[src/rtl/tlsrs_pkg.sv]
`default_nettype none

package tlsrs_pkg;

    localparam int QUEUE_DEPTH_DEF = 4;
    localparam int WIN_LEN = 5;

    localparam logic [7:0]  TYPE_FIRST   = 8'h14;
    localparam logic [7:0]  TYPE_LAST    = 8'h17;
    localparam logic [7:0]  TYPE_HSHAKE  = 8'h16;
    localparam logic [15:0] VER_MIN      = 16'h0300;
    localparam logic [15:0] VER_MAX      = 16'h0304;
    localparam logic [7:0]  MSG_CLIENT   = 8'h01;
    localparam logic [7:0]  MSG_SERVER   = 8'h02;

    localparam logic KIND_RECORD  = 1'b0;
    localparam logic KIND_SUMMARY = 1'b1;

    localparam logic [1:0] CLASS_NONE   = 2'd0;
    localparam logic [1:0] CLASS_CLIENT = 2'd1;
    localparam logic [1:0] CLASS_SERVER = 2'd2;
    localparam logic [1:0] CLASS_OTHER  = 2'd3;

    typedef struct packed {
        logic        item_kind;
        logic [7:0]  record_type;
        logic [15:0] record_version;
        logic [15:0] record_length;
        logic [1:0]  hello_class;
        logic [31:0] packet_total;
        logic        last_result;
    } result_t;

    typedef struct packed {
        logic    wr0;
        logic    wr1;
        result_t res0;
        result_t res1;
    } push_t;

    function automatic logic hdr_ok(input logic [7:0] t, input logic [15:0] v);
        return (t >= TYPE_FIRST) && (t <= TYPE_LAST) && (v >= VER_MIN) && (v <= VER_MAX);
    endfunction

endpackage

`default_nettype wire

[src/rtl/tlsrs_if.sv]
`default_nettype none

interface tlsrs_in_if;
    logic       valid;
    logic       ready;
    logic [7:0] data_byte;
    logic       packet_end;

    modport source (output valid, output data_byte, output packet_end, input ready);
    modport sink (input valid, input data_byte, input packet_end, output ready);
endinterface

interface tlsrs_out_if;
    logic        valid;
    logic        ready;
    logic        item_kind;
    logic [7:0]  record_type;
    logic [15:0] record_version;
    logic [15:0] record_length;
    logic [1:0]  hello_class;
    logic [31:0] packet_total;
    logic        last_result;

    modport source (output valid, output item_kind, output record_type,
                    output record_version, output record_length, output hello_class,
                    output packet_total, output last_result, input ready);
    modport sink (input valid, input item_kind, input record_type,
                  input record_version, input record_length, input hello_class,
                  input packet_total, input last_result, output ready);
endinterface

`default_nettype wire

[src/rtl/tlsrs_scan.sv]
`default_nettype none

module tlsrs_scan
    import tlsrs_pkg::*;
(
    input  wire logic       clk,
    input  wire logic       rst_n,
    input  wire logic       accept,
    input  wire logic [7:0] data_byte,
    input  wire logic       packet_end,
    output push_t           push
);

    logic [7:0]  win_reg [0:WIN_LEN-1];
    logic [7:0]  win_next [0:WIN_LEN-1];
    logic [2:0]  fill_reg, fill_next;
    logic [15:0] skip_reg, skip_next;
    logic [31:0] total_reg, total_next;

    logic [7:0]  w6 [0:WIN_LEN];
    logic        take;
    logic [2:0]  fill1;
    logic        full6;
    logic        judge0;
    logic        ok0;
    logic        ok1;
    logic        found;
    logic [7:0]  rec_type;
    logic [15:0] rec_ver;
    logic [15:0] rec_len;
    logic [1:0]  rec_class;
    logic [32:0] sum33;
    logic [31:0] total_sat;
    result_t     rec;
    result_t     summ;

    always_comb
    begin
        take = (skip_reg == 16'd0);
        fill1 = fill_reg + {2'b00, take};
        for (int i = 0; i < WIN_LEN; i++)
        begin
            if (3'(i) < fill_reg)
                w6[i] = win_reg[i];
            else if ((3'(i) == fill_reg) && take)
                w6[i] = data_byte;
            else
                w6[i] = 8'h00;
        end
        w6[WIN_LEN] = ((fill_reg == 3'(WIN_LEN)) && take) ? data_byte : 8'h00;

        full6 = (fill1 == 3'(WIN_LEN + 1));
        judge0 = (fill1 >= 3'(WIN_LEN)) && (packet_end || full6);
        ok0 = judge0 && hdr_ok(w6[0], {w6[1], w6[2]});
        ok1 = packet_end && full6 && !ok0 && hdr_ok(w6[1], {w6[2], w6[3]});
        found = ok0 || ok1;

        // second position at packet end never sees its hello byte
        if (ok0)
        begin
            rec_type = w6[0];
            rec_ver = {w6[1], w6[2]};
            rec_len = {w6[3], w6[4]};
            if (w6[0] != TYPE_HSHAKE)
                rec_class = CLASS_NONE;
            else if (full6 && (w6[5] == MSG_CLIENT))
                rec_class = CLASS_CLIENT;
            else if (full6 && (w6[5] == MSG_SERVER))
                rec_class = CLASS_SERVER;
            else
                rec_class = CLASS_OTHER;
        end
        else
        begin
            rec_type = w6[1];
            rec_ver = {w6[2], w6[3]};
            rec_len = {w6[4], w6[5]};
            rec_class = (w6[1] == TYPE_HSHAKE) ? CLASS_OTHER : CLASS_NONE;
        end

        sum33 = {1'b0, total_reg} + {17'd0, rec_len};
        total_sat = sum33[32] ? 32'hFFFF_FFFF : sum33[31:0];

        rec.item_kind = KIND_RECORD;
        rec.record_type = rec_type;
        rec.record_version = rec_ver;
        rec.record_length = rec_len;
        rec.hello_class = rec_class;
        rec.packet_total = total_sat;
        rec.last_result = !packet_end;

        summ.item_kind = KIND_SUMMARY;
        summ.record_type = 8'h00;
        summ.record_version = 16'h0000;
        summ.record_length = 16'h0000;
        summ.hello_class = CLASS_NONE;
        summ.packet_total = found ? total_sat : total_reg;
        summ.last_result = 1'b1;

        push.wr0 = accept && (found || packet_end);
        push.res0 = found ? rec : summ;
        push.wr1 = accept && found && packet_end;
        push.res1 = summ;

        for (int i = 0; i < WIN_LEN; i++)
            win_next[i] = w6[i];
        fill_next = fill1;
        skip_next = take ? skip_reg : skip_reg - 16'd1;
        total_next = total_reg;

        if (packet_end)
        begin
            fill_next = 3'd0;
            skip_next = 16'd0;
            total_next = 32'd0;
        end
        else if (ok0)
        begin
            total_next = total_sat;
            if (rec_len != 16'd0)
            begin
                fill_next = 3'd0;
                skip_next = rec_len - 16'd1;
            end
            else
            begin
                fill_next = 3'd1;
                win_next[0] = w6[5];
            end
        end
        else if (full6)
        begin
            for (int i = 0; i < WIN_LEN; i++)
                win_next[i] = w6[i+1];
            fill_next = 3'(WIN_LEN);
        end
    end

    always_ff @(posedge clk or negedge rst_n)
    begin
        if (!rst_n)
        begin
            fill_reg <= 3'd0;
            skip_reg <= 16'd0;
            total_reg <= 32'd0;
        end
        else if (accept)
        begin
            fill_reg <= fill_next;
            skip_reg <= skip_next;
            total_reg <= total_next;
        end
    end

    always_ff @(posedge clk)
    begin
        if (accept)
        begin
            for (int i = 0; i < WIN_LEN; i++)
                win_reg[i] <= win_next[i];
        end
    end

endmodule

`default_nettype wire

[src/rtl/tlsrs_out_fifo.sv]
`default_nettype none

module tlsrs_out_fifo
    import tlsrs_pkg::*;
#(
    parameter int DEPTH = QUEUE_DEPTH_DEF
)
(
    input  wire logic  clk,
    input  wire logic  rst_n,
    input  wire push_t push,
    output logic       space_ok,
    output logic       res_valid,
    input  wire logic  res_ready,
    output result_t    res_data
);

    localparam int PW = $clog2(DEPTH);
    localparam int CW = $clog2(DEPTH + 1);

    result_t       mem_reg [0:DEPTH-1];
    logic [PW-1:0] wr_ptr_reg, wr_ptr_next;
    logic [PW-1:0] rd_ptr_reg, rd_ptr_next;
    logic [CW-1:0] count_reg, count_next;
    logic [PW-1:0] wr_ptr_inc;
    logic          pop;

    function automatic logic [PW-1:0] wrap_inc(input logic [PW-1:0] p);
        return (p == PW'(DEPTH - 1)) ? '0 : p + PW'(1);
    endfunction

    always_comb
    begin
        res_valid = (count_reg != '0);
        res_data = mem_reg[rd_ptr_reg];
        space_ok = (count_reg <= CW'(DEPTH - 2));
        pop = res_valid && res_ready;
        wr_ptr_inc = wrap_inc(wr_ptr_reg);

        wr_ptr_next = wr_ptr_reg;
        if (push.wr0 && push.wr1)
            wr_ptr_next = wrap_inc(wr_ptr_inc);
        else if (push.wr0)
            wr_ptr_next = wr_ptr_inc;

        rd_ptr_next = pop ? wrap_inc(rd_ptr_reg) : rd_ptr_reg;
        count_next = count_reg + CW'(push.wr0) + CW'(push.wr1) - CW'(pop);
    end

    always_ff @(posedge clk or negedge rst_n)
    begin
        if (!rst_n)
        begin
            wr_ptr_reg <= '0;
            rd_ptr_reg <= '0;
            count_reg <= '0;
        end
        else
        begin
            wr_ptr_reg <= wr_ptr_next;
            rd_ptr_reg <= rd_ptr_next;
            count_reg <= count_next;
        end
    end

    always_ff @(posedge clk)
    begin
        if (push.wr0)
            mem_reg[wr_ptr_reg] <= push.res0;
        if (push.wr1)
            mem_reg[wr_ptr_inc] <= push.res1;
    end

endmodule

`default_nettype wire

[src/rtl/tls_record_header_scanner_unit.sv]
`default_nettype none

// Scans a TCP payload one byte per request for TLS record headers (type 0x14 to 0x17,
// version 0x300 to 0x304) and returns one request per record found, carrying its type,
// version, length, hello class and the saturating running length total, plus a summary
// request with the total at the last byte of each packet. A byte is taken every cycle
// while the result queue has room for two entries; a record shows up once the byte after
// its header is seen, or with its last header byte at packet end. The packet end byte
// yields up to two results (a record and the summary), which leave the queue in turn.
module tls_record_header_scanner_unit
    import tlsrs_pkg::*;
#(
    parameter int QUEUE_DEPTH = QUEUE_DEPTH_DEF
)
(
    input wire logic   clk,
    input wire logic   rst_n,
    tlsrs_in_if.sink   bytes,
    tlsrs_out_if.source results
);

    logic    space_ok;
    logic    accept;
    push_t   push;
    result_t head;

    assign bytes.ready = space_ok;
    assign accept = bytes.valid && space_ok;

    tlsrs_scan u_scan (
        .clk        (clk),
        .rst_n      (rst_n),
        .accept     (accept),
        .data_byte  (bytes.data_byte),
        .packet_end (bytes.packet_end),
        .push       (push)
    );

    tlsrs_out_fifo #(
        .DEPTH (QUEUE_DEPTH)
    ) u_fifo (
        .clk       (clk),
        .rst_n     (rst_n),
        .push      (push),
        .space_ok  (space_ok),
        .res_valid (results.valid),
        .res_ready (results.ready),
        .res_data  (head)
    );

    assign results.item_kind = head.item_kind;
    assign results.record_type = head.record_type;
    assign results.record_version = head.record_version;
    assign results.record_length = head.record_length;
    assign results.hello_class = head.hello_class;
    assign results.packet_total = head.packet_total;
    assign results.last_result = head.last_result;

endmodule

`default_nettype wire
[src/flat_wrapper.sv]
// flat-port wrapper written by rule: the top's interface ports become plain ports
module tls_record_header_scanner_unit_flat import tlsrs_pkg::*;
#(
    parameter int QUEUE_DEPTH = QUEUE_DEPTH_DEF
)
  (clk, rst_n, bytes_valid, bytes_data_byte, bytes_packet_end, bytes_ready, results_valid, results_item_kind, results_record_type, results_record_version, results_record_length, results_hello_class, results_packet_total, results_last_result, results_ready);
  tlsrs_in_if bytes_i ();
  tlsrs_out_if results_i ();
  input wire logic clk;
  input wire logic rst_n;
  input wire logic [$bits(bytes_i.valid)-1:0] bytes_valid;
  input wire logic [$bits(bytes_i.data_byte)-1:0] bytes_data_byte;
  input wire logic [$bits(bytes_i.packet_end)-1:0] bytes_packet_end;
  output wire logic [$bits(bytes_i.ready)-1:0] bytes_ready;
  output wire logic [$bits(results_i.valid)-1:0] results_valid;
  output wire logic [$bits(results_i.item_kind)-1:0] results_item_kind;
  output wire logic [$bits(results_i.record_type)-1:0] results_record_type;
  output wire logic [$bits(results_i.record_version)-1:0] results_record_version;
  output wire logic [$bits(results_i.record_length)-1:0] results_record_length;
  output wire logic [$bits(results_i.hello_class)-1:0] results_hello_class;
  output wire logic [$bits(results_i.packet_total)-1:0] results_packet_total;
  output wire logic [$bits(results_i.last_result)-1:0] results_last_result;
  input wire logic [$bits(results_i.ready)-1:0] results_ready;
  assign bytes_i.valid = bytes_valid;
  assign bytes_i.data_byte = bytes_data_byte;
  assign bytes_i.packet_end = bytes_packet_end;
  assign bytes_ready = bytes_i.ready;
  assign results_valid = results_i.valid;
  assign results_item_kind = results_i.item_kind;
  assign results_record_type = results_i.record_type;
  assign results_record_version = results_i.record_version;
  assign results_record_length = results_i.record_length;
  assign results_hello_class = results_i.hello_class;
  assign results_packet_total = results_i.packet_total;
  assign results_last_result = results_i.last_result;
  assign results_i.ready = results_ready;
  tls_record_header_scanner_unit #(.QUEUE_DEPTH(QUEUE_DEPTH)) u_core (.clk(clk), .rst_n(rst_n), .bytes(bytes_i), .results(results_i));
endmodule
[config.mk]
export PLATFORM = sky130hd
export DESIGN_NAME = tls_record_header_scanner_unit_flat
export DESIGN_NICKNAME = d
export VERILOG_FILES = /design/src/rtl/tlsrs_pkg.sv /design/src/rtl/tlsrs_if.sv /design/src/rtl/tlsrs_scan.sv /design/src/rtl/tlsrs_out_fifo.sv /design/src/rtl/tls_record_header_scanner_unit.sv /design/src/flat_wrapper.sv
export SDC_FILE = /design/constraint.sdc
export NUM_CORES = 1
export LEC_CHECK = 0
export BUFFER_PORTS_ARGS = -buffer_cell sky130_fd_sc_hd__buf_4
export CORE_MARGIN = 2
export CORE_UTILIZATION = 62
export CTS_CLUSTER_SIZE = 12
export DETAILED_ROUTE_END_ITERATION = 10
export PLACE_DENSITY_LB_ADDON = 0.1
export SYNTH_ARGS = -nofsm -noshare
export SYNTH_HDL_FRONTEND = slang
export SYNTH_SLANG_ARGS = --single-unit
export TNS_END_PERCENT = 50
[constraint.sdc]
create_clock -name clk -period 10.1 [get_ports clk]
set_clock_uncertainty 0.2 [all_clocks]
set_input_delay 1.515 -clock clk [delete_from_list [all_inputs] [get_ports clk]]
set_output_delay 1.515 -clock clk [all_outputs]
set_load 0.01 [all_outputs]
After elaboration in Yosys (flattened, before gate mapping)
Memory sizes are Yosys's and may differ from the RTL's. Index checks and enable logic that the tools add are counted.

Bits in writable memories: 344. Input port bits: 13. Memories kept: 2. Logic and storage cells: 131. Bits in registers: 58.

Magnitude comparators: 15. Reductions and logical operators: 37. Equality and inequality tests: 13. $add $sub $neg: 10. Muxes and demuxes: 48.

Memories: u_core.u_fifo.mem_reg (depth 4, width 76, rd ports 1, clocked after memory_dff 0, wr ports 2, RTL line tlsrs_out_fifo.sv:21) `result_t mem_reg [0:DEPTH-1];`; u_core.u_scan.win_reg (depth 5, width 8, rd ports 5, clocked after memory_dff 0, wr ports 5, RTL line tlsrs_scan.sv:14) `logic [7:0] win_reg [0:WIN_LEN-1];`.

Operators with widths (count): 2-to-1 mux 32 bit (5); 2-to-1 mux 8 bit (14); 2-to-1 mux 16 bit (6); 2-to-1 mux 40 bit (2); 2-to-1 mux 76 bit (1); adder 32 x 16 -> 33 bit (1); >= comparator 16 x 10 -> 1 bit (second input constant) (2); <= comparator 16 x 10 -> 1 bit (second input constant) (2); subtractor 16 x 1 -> 16 bit (second input constant) (2); logical AND 1 bit (25); 2-to-1 mux 2 bit (9); >= comparator 8 x 5 -> 1 bit (second input constant) (2); <= comparator 8 x 5 -> 1 bit (second input constant) (2); logical NOT 16 bit (1); nonzero test 16 bit (1); adder 3 x 1 -> 3 bit (3); 2-to-1 mux 3 bit (3); equality test 8 x 1 -> 1 bit (second input constant) (1); equality test 8 x 2 -> 1 bit (second input constant) (1); equality test 8 x 5 -> 1 bit (second input constant) (1); 2-to-1 mux 1 bit (8); inequality test 8 x 5 -> 1 bit (second input constant) (1); adder 2 x 1 -> 2 bit (second input constant) (3); equality test 2 bit (second input constant) (3); other kinds (16) (24).

Logic depth before layout (Yosys ltp)
Gate-level depths: netlist of run 1.

Word-level depth: 18. Mapped depth: 30. Mapped depth without buffers: 27.

Hierarchy
From an unflattened synthesis of run 1, not the netlist that was laid out.

Cell total of the unflattened synthesis: 1877. Area, all modules: 23635.2 um^2.

Modules (own cells, without submodules): tlsrs_out_fifo (cells an instance 787, area each 15160.8 um^2, seq. area each 9303.9 um^2, instances 1); tlsrs_scan (cells an instance 1089, area each 8468.1 um^2, seq. area each 2477.4 um^2, instances 1); tls_record_header_scanner_unit (cells an instance 1, area each 6.3 um^2, seq. area each 0.0 um^2, instances 1).

Worst setup path before layout of run 1
OpenSTA, ideal clock, no wires.

Path kind: register to register. From: reg u_core.u_scan.skip_reg[0]. To: mem u_core.u_fifo.mem_reg[0][22] (netlist bit) (data pin). Setup time: 0.270 ns. Clock period less this slack: 7.231 ns. Data arrival time: 6.760 ns. Cell stages (with the launch flop): 29. Setup slack: 2.869 ns. Path buffers: 3. Cells stage by stage: dfrtp_1 -> inv_1 -> ha_1 -> or4b_1 -> nor3_2 -> nand2_1 -> clkinv_1 -> ha_1 -> ha_1 -> xor2_1 -> o211ai_1 -> nor3_1 -> o2111ai_1 -> nor2_1 -> buf_2 -> clkbuf_1 -> o21ai_1 -> ha_1 -> inv_1 -> fa_1 -> nor2b_1 -> o21a_1 -> o21a_1 -> o2111a_1 -> nor4_1 -> a2111oi_0 -> clkbuf_1 -> o31ai_1 -> nor2_1.

RTL lines: start: declaration (RTL line tlsrs_scan.sv:17) `logic [15:0] skip_reg, skip_next;`; start signal: assignment (RTL line tlsrs_scan.sv:150) `skip_reg <= skip_next;`; end: declaration (RTL line tlsrs_out_fifo.sv:21).

==> results.md, run 1 <==
* Status: complete, no violations
* Hold bufs inserted after CTS at 0
* Avg Vias per Cell at 6.56
* DR vias at about 17k
* Setup TNS at 0 ps
* CP arrival at between 8000 and 9000 ps
* Clock sinks at 402
* Most frequent cells in the layout: nor2_1 (257), nand2_1 (225), dfxtp_1 (176)
* CP Capture Type: flop
* I/O Buffers at 90
* Final number of setup-violating endpoints at 0
* Setup CP Type: reg2reg
* CP peak stage delay at 650 ps
* Layout cells sized above 1 at 15.5%
* Area grow syn2layout at 11.6%
* CP max FO at 14
* RePlAce Congestion at 0.969
* DRC at 0
* CP most frequent cell: ha_1
* Synthesized net count at 2066
* WHS Endpoint: u_core.u_fifo.mem_reg[1][75]
* Max H-tree Level at 2
* Post-route ant nets at 0
* Pwr/cell area at 213 mW/mm²
* Tcrit/Tclk final at 85.3%
* Die area at 0.0341 mm²
* Fin cells at between 2k and 3k
* Antenna violations before repair at 0
* Number of flops mapped to enable cells by yosys at 168
* Final Hold Fails at 0
* R2r setup slk at 1490 ps
* Post-synthesis sequential area ratio at 49.5%
* Synth Warn # at 0
* Cells after synthesis at 2021
* #FFs+latches synth at 402
* CTS Buffer Depth at 3
* Gr usage total at 33.7%
* Worst path slowest cell: a211oi_1
* Post-Place Cells at 2449
* CTS buffer count at 43
* First-pass GRT wire length at 88.9 mm
* Max reg flops at 304
* Hold Crit Class: reg2reg
* Nets@finish at around 2.1k
* Ys flop type: dfxtp_1
* Slew HR at approximately 23%
* Slew @ Worst Pin at 1120 ps
* CTS tree: yes
* Worst r2r path cells at 29
* Worst IR Drop VDD at 148 µV
* Hpwl dp at 36.9 mm
* Largest net degree at the start of global routing at between 50 and 60
* Worst-path clk slew at 60 ps
* Routed len/inst at approximately 23 µm
* Initial Utilization at a little over three fifths
* Commonest non-fill, non-tap cell in the layout: nor2_1
* Fmax at 0.116 GHz
* Number of global-route vias before repair at about 16k
* # Post-CTS Setup Buffers at 0
* Cell area after synthesis at around 0.020 mm²
* Placeable core region at 0.0323 mm²
* Worst R2R Start: u_core.u_scan.skip_reg[0]
* Max-slew violation count at 0
* WHS Path Cells at 2
* Rows at 66
* Post-DP Area at 0.0212 mm²
* DRT Pass-1 Iters at 6
* Synth Area per Inst at 10.0 µm²
* Die W at 185 µm
* Root Driver: clkbuf_16
* Final wirelength at around 57 mm
* I/O pin count at just over 90
* Setup WS post-layout at 1490 ps
* Reg-to-Reg End: u_core.u_fifo.mem_reg[3][29]
* Hold Crit Start: u_core.u_fifo.mem_reg[1][75]
* FFs w/ async S/R, synth at 14.4%
* Period minus WS final at approximately 8600 ps
* Worst Setup Start Kind: flop
* Final cell area excluding filler cells at between 0.02 and 0.025 mm²
* Max-cap violations at 0
* Req. time, crit path at 10180 ps
* Dpl ws at 1600 ps
* Clk_lat worst skew at 570 ps
* Die Y at around 180 µm
* DR iter-0 viols at roughly 1.8k
* RSZ-0062 raised after global routing: false
* Cts repair resizes at 0
* Unique cell type count in the Yosys netlist at 78
* Total congestion overflow at 0
* Pleak at 0.00832 µW
* Antenna cells at 0
per-layer routing:
metal / wire, µm / global-route usage [%]
met1: 23200 / 45.9
met2: 26900 / 54.0
met3: 4910 / 5.30
met4: 2400 / 14.2
met5: 0 / 0
area by class of cell:
type                            instances  area, µm²
Multi-Input combinational cell       1432       9470
Sequential cell                       402      10000
Timing Repair Buffer                  130        976
Fill cell                            2396       9720
Clock inverter                         10        118
Tap cell                              442        553
Clock buffer                           66       1270
Inverter                               43        161
power by group:
part	internal [µW]	switching [µW]
Clock	894	654
Combinational	539	635
Sequential	1900	189
critical path: cells and delay by family, from the launching register on:
kind	cells	cell delay, ps
flops	1	410
xor+xnor	1	220
fa+ha+maj	5	1220
buf+inv	5	960
mux	1	340
compound gates	7	1940
simple gates	10	3010
metrics by stage:
stage | power (µW) | utilization (%) | hold slack (ps)
floorplan | 2870 | - | 218
global placement | 3260 | 65.6 | 227
detailed placement | 3300 | 65.6 | 237
CTS | 4830 | 69.9 | 246
global route | 5010 | 69.9 | 267
finish | 4820 | 69.9 | 244
synth_stat cells (13+ instances only):
library cell	number	area (µm²)
nor4_1	14	87.6
buf_2	27	135
mux4_2	76	1710
nand2_1	225	845
and2_1	80	500
nor3_1	39	195
o21a_1	31	233
a31oi_1	23	144
nand3_1	71	355
o21ai_0	97	485
a21o_1	23	173
inv_1	40	150
dfrtp_1	58	1450
a22o_1	13	114
nor2_1	259	972
clkbuf_1	92	345
a211oi_1	15	113
o21ai_1	17	85.1
ha_1	29	363
dfxtp_1	176	3520
a22oi_1	19	143
buf_1	14	52.6
mux2i_1	15	150
xnor2_1	23	201
edfxtp_1	168	5040
a21oi_1	161	806
kinds of logic (layout without fill, tap and decap cells):
group / after synthesis / count (layout) / share of synthesized area, %
fa+ha+maj: 32 / 32 / 2.09
mux: 100 / 100 / 9.71
simple gates: 773 / 773 / 17.7
flops: 402 / 402 / 49.5
xor+xnor: 28 / 28 / 1.21
compound gates: 499 / 499 / 15.7
buf+inv: 187 / 249 / 3.97
worst max path at each step:
stage	from	end	cells past startpoint
6_report	u_core.u_scan.skip_reg[0]	u_core.u_fifo.mem_reg[3][29]	29
3_5_place_dp	u_core.u_scan.skip_reg[0]	u_core.u_fifo.mem_reg[2][18]	27
5_1_grt	u_core.u_scan.skip_reg[0]	u_core.u_fifo.mem_reg[0][32]	27
2_1_floorplan	u_core.u_scan.skip_reg[0]	u_core.u_fifo.mem_reg[0][22]	28
4_1_cts	u_core.u_scan.skip_reg[0]	u_core.u_fifo.mem_reg[2][18]	27
3_3_place_gp	u_core.u_scan.skip_reg[0]	u_core.u_fifo.mem_reg[0][18]	27
Power figures use the tool's default switching activity.
==> run 2: changes to the inputs <==
- MAX_ROUTING_LAYER: unset -> met4
- SETUP_SLACK_MARGIN: unset -> 0.05
==> run 2 against run 1 <==
- register-to-register slack better by 240 ps
- wire length about the same
- flip-flop and latch count unchanged
- die area is the same
- maximum frequency increased by 2.8%
- sequential share of layout area fell by 0.13 points
- critical endpoint is now u_core.u_fifo.mem_reg[0][29]
==> results.md, run 2 (synthesized netlist as in run 1, its figures left out) <==
* Worst IR Drop VDD at 191 µV (was 148 µV)
* Hold Crit Class: reg2reg (unchanged)
* First-pass GRT wire length at 89.7 mm (was 88.9 mm)
* Routed len/inst at 22.7 µm (about the same)
* Area grow syn2layout at 11.9% (was 11.6%)
* CP peak stage delay at 680 ps (was 650 ps)
* Pleak at 0.00835 µW (was 0.00832 µW)
* Post-route ant nets at 0 (unchanged)
* Net Sw Power at 1460 µW (was 1480 µW)
* Final number of setup-violating endpoints at 0 (unchanged)
* I/O Buffers at 90 (unchanged)
* Final wirelength at 57.4 mm (about the same)
* Avg Vias per Cell at 6.54 (was 6.56)
* CP Capture Type: flop (unchanged)
* Fin cells at 2532 (was 2525)
* Final cell area excluding filler cells at 0.0226 mm² (about the same)
* Req. time, crit path at 10170 ps (was 10180 ps)
* Setup TNS at 0 ps (unchanged)
* Most frequent cells in the layout: nor2_1 (257), nand2_1 (225), dfxtp_1 (176) (unchanged)
* Period minus WS final at 8380 ps (was 8610 ps)
* Worst path slowest cell: a211oi_1 (unchanged)
* Hold bufs inserted after CTS at 0 (unchanged)
* Setup CP Type: reg2reg (unchanged)
* Clock share of power at 32.6% (was 32.1%)
* Final core occ at 70.1% (was 69.9%)
* Status: complete, no violations (unchanged)
* CP most frequent cell: ha_1 (unchanged)
* Pwr/cell area at 214 mW/mm² (was 213 mW/mm²)
* Power share of the combinational group at 24.3% (was 24.4%)
* Tcrit/Tclk final at 82.9% (was 85.3%)
* Antenna violations before repair at 1 (was 0)
* Die area at 0.0341 mm² (unchanged)
* Largest net degree at the start of global routing at 59 (unchanged)
* Max-slew violation count at 0 (unchanged)
* Clock sinks at 402 (unchanged)
* CP arrival at 8450 ps (was 8690 ps)
* RePlAce Congestion at 1.00 (was 0.969)
* Die Y at 185 µm (unchanged)
* Initial Utilization at 62.6% (unchanged)
* Clk_lat worst skew at 550 ps (was 570 ps)
* Hpwl dp at 37.2 mm (was 36.9 mm)
* Nets@finish at 2100 (was 2097)
* Worst Setup Start Kind: flop (unchanged)
* Root Driver: clkbuf_16 (unchanged)
* Critical path buffer and inverter count at 5 (unchanged)
* Rows at 66 (unchanged)
* Max reg flops at 304 (unchanged)
* Post-Place Cells at 2452 (was 2449)
* Final Hold Fails at 0 (unchanged)
* CTS Buffer Depth at 3 (unchanged)
* Fmax at 0.119 GHz (was 0.116 GHz)
* Int Pwr at 3380 µW (was 3340 µW)
* I/O pin count at 91 (unchanged)
* Slew @ Worst Pin at 1170 ps (was 1120 ps)
* R2r setup slk at 1720 ps (was 1490 ps)
* Max H-tree Level at 2 (unchanged)
* Die W at 185 µm (unchanged)
* RSZ-0062 raised after global routing: false (unchanged)
* CTS buffer count at 43 (unchanged)
* # Post-CTS Setup Buffers at 0 (unchanged)
* Cts repair resizes at 0 (unchanged)
* DRT Pass-1 Iters at 5 (was 6)
* WHS Path Cells at 2 (unchanged)
* Total congestion overflow at 0 (unchanged)
* CTS tree: yes (unchanged)
* Gr usage total at 34.9% (was 33.7%)
* Placeable core region at 0.0323 mm² (unchanged)
* WP depth at 29 (unchanged)
* Commonest non-fill, non-tap cell in the layout: nor2_1 (unchanged)
* CP delay by family, top: simple AND/OR/NAND/NOR gates (unchanged)
* Net Sw Frac at 30.2% (was 30.7%)
* CP max FO at 21 (was 14)
* Worst r2r path cells at 29 (unchanged)
* DR vias at 16.6k (about the same)
* Total power at 4840 µW (was 4820 µW)
* DRC at 0 (unchanged)
* Number of global-route vias before repair at 16.1k (was 15.9k)
* DR iter-0 viols at 1829 (was 1836)
* Post-DP Area at 0.0212 mm² (about the same)
* Layout cells sized above 1 at 15.7% (was 15.5%)
* Register share of total power at 43.1% (was 43.5%)
* Slew HR at 22.1% (was 23.1%)
* Worst-path clk slew at 60 ps (about the same)
* Max-cap violations at 0 (unchanged)
-- run 2: per-stage QoR --
step | hold WS [ps] | worst slack [ps]
final | 247 | 1720
after CTS | 247 | 1940
after floorplan | 218 | 2870
after detailed placement | 237 | 1950
after global routing | 264 | 1250
after global placement | 227 | 2200
-- run 2: layer usage --
metal  share of wire, %  track usage (%)
met1                 41             45.9
met2                 47             54.8
met3                8.4             4.88
met4                4.3             14.8
met5                  0                -
-- run 2: path summary, 6_finish.rpt --
kind / from / endpoint
max in group asynchronous: rst_n / u_core.u_fifo.rd_ptr_reg[0]
min: u_core.u_fifo.mem_reg[0][75] / u_core.u_fifo.mem_reg[0][75]
min in group asynchronous: rst_n / u_core.u_scan.skip_reg[3]
min reg2reg: u_core.u_fifo.mem_reg[0][75] / u_core.u_fifo.mem_reg[0][75]
max reg2reg: u_core.u_scan.skip_reg[0] / u_core.u_fifo.mem_reg[0][29]
max: u_core.u_scan.skip_reg[0] / u_core.u_fifo.mem_reg[0][29]
-- run 2: final cells by class --
cell class                 instances  area, µm²
sequential                       402      10000
multi-input combinational       1432       9470
timing repair buffer             133        998
inverter                          43        161
clock buffer                      71       1340
clock inverter                     8       81.3
tap                              442        553
antenna                            1       2.50
fill                            2392       9650
-- run 2: worst min-delay path: cells and delay by family, from the launching register on --
kind	cells	cell delay (ps)
and+or+nand+nor	2	90
DFF	1	310
-- run 2: power groups by stage --
stage	logic, µW	registers (µW)	clock network, µW
2_1_floorplan	859	2010	0
5_1_grt	1270	2110	1660
3_5_place_dp	1180	2110	0
6_report	1170	2090	1580
3_3_place_gp	1160	2100	0
4_1_cts	1180	2080	1590
==> run 3: changes to the inputs <==
- ABC_AREA: unset -> 1
- clock period: 10.1 -> 8.6 ns (I/O delays scaled with it)
==> run 3 against run 2 <==
- worst setup slack worse by 790 ps
- global-route usage is 1.1 points higher
- combinational power rose to 3.0 times the previous value
- largest cell class unchanged
- largest power group is now combinational cells
- final cell count increased by 27%
- critical path depth is 3 higher
- total power increased by 69%
- first-iteration DRC count rose by 34%
- sequential power rose by 31%
- clock power rose by 20%
- register-to-register slack worse by 790 ps
- wire length increased by 8.9%
==> results.md, run 3 <==
* Post-route ant nets at 0 (unchanged)
* Layout cells sized above 1 at 9.92% (was 15.7%)
* Gr usage total at 36.0% (was 34.9%)
* Synth Area per Inst at 7.75 µm² (was 10.0 µm²)
* Final wirelength at 62.6 mm (was 57.4 mm)
* Setup CP Type: reg2reg (unchanged)
* RePlAce Congestion at 0.987 (was 1.00)
* Nets@finish at 2774 (was 2100)
* Hold bufs inserted after CTS at 0 (unchanged)
* Number of flops mapped to enable cells by yosys at 168 (unchanged)
* Reg-to-Reg End: u_core.u_fifo.mem_reg[0][22] (was u_core.u_fifo.mem_reg[0][29])
* R2r setup slk at 930 ps (was 1720 ps)
* Root Driver: clkbuf_16 (unchanged)
* Synth Area in XOR/XNOR at 1.66% (was 1.21%)
* Hold Crit Start: u_core.u_fifo.mem_reg[0][63] (was u_core.u_fifo.mem_reg[0][75])
* Final number of setup-violating endpoints at 0 (unchanged)
* Hpwl dp at 40.3 mm (was 37.2 mm)
* Largest family of logic cells by synthesized area: simple AND/OR/NAND/NOR gates (unchanged)
* Die W at 188 µm (was 185 µm)
* DR vias at 19.1k (was 16.6k)
* Fmax at 0.130 GHz (was 0.119 GHz)
* Slew HR at 26.3% (was 22.1%)
* I/O Buffers at 90 (unchanged)
* Req. time, crit path at 8700 ps (was 10170 ps)
* Final Hold Fails at 0 (unchanged)
* First-pass GRT wire length at 97.8 mm (was 89.7 mm)
* Post-synthesis adder-cell area fraction at 2.01% (was 2.09%)
* Total congestion overflow at 0 (unchanged)
* Synth top area cells: edfxtp_1 (24%), dfxtp_1 (17%), o21ai_0 (8.5%), nand2_1 (7.5%), dfrtp_1 (6.9%) (was edfxtp_1 (25%), dfxtp_1 (17%), mux4_2 (8.5%), dfrtp_1 (7.2%), nor2_1 (4.8%))
* Unique cell type count in the Yosys netlist at 54 (was 78)
* Max-slew violation count at 0 (unchanged)
* Routed len/inst at 19.5 µm (was 22.7 µm)
* Max-cap violations at 0 (unchanged)
* Die Y at 188 µm (was 185 µm)
* Register area at 0.0100 mm² (about the same)
* WHS Path Cells at 2 (unchanged)
* Worst-path clk slew at 60 ps (about the same)
* Most frequent cell after synthesis: nand2_1 (was nor2_1)
* Synthesized net count at 2760 (was 2066)
* Largest net degree at the start of global routing at 101 (was 59)
* Synth top cells by count: nand2_1 (421), nor2_1 (370), o21ai_0 (356) (was nor2_1 (259), nand2_1 (225), dfxtp_1 (176))
* Yosys top cell area share at 24.0% (was 24.9%)
* Max reg flops at 304 (unchanged)
* Most frequent cells in the layout: nand2_1 (416), nor2_1 (369), o21ai_0 (356) (was nor2_1 (257), nand2_1 (225), dfxtp_1 (176))
* Ys flop type: dfxtp_1 (unchanged)
* CTS tree: yes (unchanged)
* Area leader, netlist: edfxtp_1 (unchanged)
* Cell area after synthesis at 0.0211 mm² (was 0.0202 mm²)
* Pleak at 0.0104 µW (was 0.00835 µW)
* Placeable core region at 0.0334 mm² (was 0.0323 mm²)
* CP most frequent cell: nand2_1 (was ha_1)
* # Post-CTS Setup Buffers at 0 (unchanged)
* Mux cell area share after synthesis at 0% (was 9.71%)
* Hold Crit Class: reg2reg (unchanged)
* Antenna violations before repair at 0 (was 1)
* I/O pin count at 91 (unchanged)
* Avg Vias per Cell at 5.96 (was 6.54)
* DR iter-0 viols at 2459 (was 1829)
* Die area at 0.0354 mm² (was 0.0341 mm²)
* Clock sinks at 402 (unchanged)
* Simple-gate share of the synthesized area at 20.3% (was 17.7%)
* CP arrival at 7770 ps (was 8450 ps)
* Worst R2R Start: u_core.u_scan.skip_reg[0] (unchanged)
* Worst IR Drop VDD at 334 µV (was 191 µV)
* CTS Buffer Depth at 3 (unchanged)
* Commonest non-fill, non-tap cell in the layout: nand2_1 (was nor2_1)
* Pwr/cell area at 351 mW/mm² (was 214 mW/mm²)
* Period minus WS final at 7670 ps (was 8380 ps)
* Post-synthesis sequential area ratio at 47.6% (was 49.5%)
* Status: complete, no violations (unchanged)
* CP max FO at 37 (was 21)
* RSZ-0062 raised after global routing: false (unchanged)
* Area of the multi-input gates at 0.00913 mm² (was 0.00947 mm²)
* #FFs+latches synth at 402 (unchanged)
* Rows at 67 (was 66)
* Clk_lat worst skew at 590 ps (was 550 ps)
* DRC at 0 (unchanged)
* Number of global-route vias before repair at 17.9k (was 16.1k)
* CTS buffer count at 44 (was 43)
* Fill cells at 2775 (was 2392)
* Synth Warn # at 0 (unchanged)
* Worst path slowest cell: o21ai_0 (was a211oi_1)
* FFs w/ async S/R, synth at 14.4% (unchanged)
* Max H-tree Level at 2 (unchanged)
* WHS Endpoint: u_core.u_fifo.mem_reg[0][63] (was u_core.u_fifo.mem_reg[0][75])
* Worst r2r path cells at 32 (was 29)
* CP peak stage delay at 810 ps (was 680 ps)
* Compound-Gate Fraction of Synth Area at 19.4% (was 15.7%)
* Worst Setup Start Kind: flop (unchanged)
* DRT Pass-1 Iters at 6 (was 5)
* Setup TNS at 0 ps (unchanged)
* Final core occ at 69.6% (was 70.1%)
* Initial Utilization at 62.9% (was 62.6%)
* Cells after synthesis at 2715 (was 2021)
* Cts repair resizes at 0 (unchanged)
* Slew @ Worst Pin at 1100 ps (was 1170 ps)
* Area grow syn2layout at 10.5% (was 11.9%)
* CP Capture Type: flop (unchanged)
* Antenna cells at 0 (was 1)
* Tcrit/Tclk final at 89.2% (was 82.9%)
[run 3: cell types whose count changed in the layout (fill, tap and decap cells not counted), sizes merged, moves of 65 or more]
| cell | change |
|---|---|
| o22ai | +65 |
| nand2 | +211 |
| inv | +302 |
| mux4 | -76 |
| and2 | -78 |
| o21ai | +267 |
| nor2 | +136 |
| a21oi | +101 |
[run 3: worst max-delay path by stage]
stage                              startpoint                            to  slack, ps  cells after the start
CTS                 u_core.u_scan.skip_reg[0]  u_core.u_fifo.mem_reg[0][22]       1130                     32
detailed placement  u_core.u_scan.skip_reg[0]  u_core.u_fifo.mem_reg[0][22]       1160                     32
finish              u_core.u_scan.skip_reg[0]  u_core.u_fifo.mem_reg[0][22]        930                     32
global route        u_core.u_scan.skip_reg[0]  u_core.u_fifo.mem_reg[0][22]        480                     32
floorplan           u_core.u_scan.skip_reg[0]  u_core.u_fifo.mem_reg[1][29]       3070                     37
global placement           bytes_data_byte[7]  u_core.u_fifo.mem_reg[1][22]       1260                     22
[run 3: layout make-up]
type | count | share of cell area (%)
Sequential cell | 402 | 43.1
Inverter | 341 | 5.51
Clock buffer | 69 | 5.49
Clock inverter | 11 | 0.624
Timing Repair Buffer | 113 | 3.65
Tap cell | 448 | 2.41
Multi-Input combinational cell | 1827 | 39.2
[run 3: kinds of logic (layout without fill, tap and decap cells)]
logic type,after synthesis,after routing
buf+inv,486,534
fa+ha+maj,32,32
xor+xnor,40,40
simple gates,996,996
compound gates,759,759
flops,402,402
[run 3: power breakdown]
part | switching (µW) | internal (µW) | total [µW]
clock | 796 | 1090 | 1890
sequential | 248 | 2480 | 2730
combinational | 2330 | 1220 | 3560
total | 3380 | 4790 | 8170
[run 3: critical path: cells and delay by family, from the launching register on]
kind	cells	cell delay [ps]
XOR/XNOR	1	150
adder cells (fa/ha/maj)	4	830
flip-flops	1	360
AND/OR/NAND/NOR	16	2210
buffers and inverters	3	360
AO/OA/AOI/OAI	8	3260
[run 3: stage by stage]
step / hold WS, ps / cell area [µm²] / total power [µW] / worst slack [ps] / cells
finish: 229 / 23300 / 8170 / 930 / 3211
global route: 247 / 23300 / 8650 / 475 / 3211
CTS: 228 / 23300 / 8150 / 1130 / 3211
detailed placement: 219 / 21800 / 6260 / 1160 / 3131
global placement: 215 / 21800 / 6190 / 1260 / 3131
floorplan: 208 / 21100 / 5050 / 3070 / 2715
[run 3: metal layers]
metal	GRT usage, %	share of wire (%)
met1	48.9	41
met2	56.2	46
met3	4.86	9.2
met4	11.8	3.1
met5	-	0
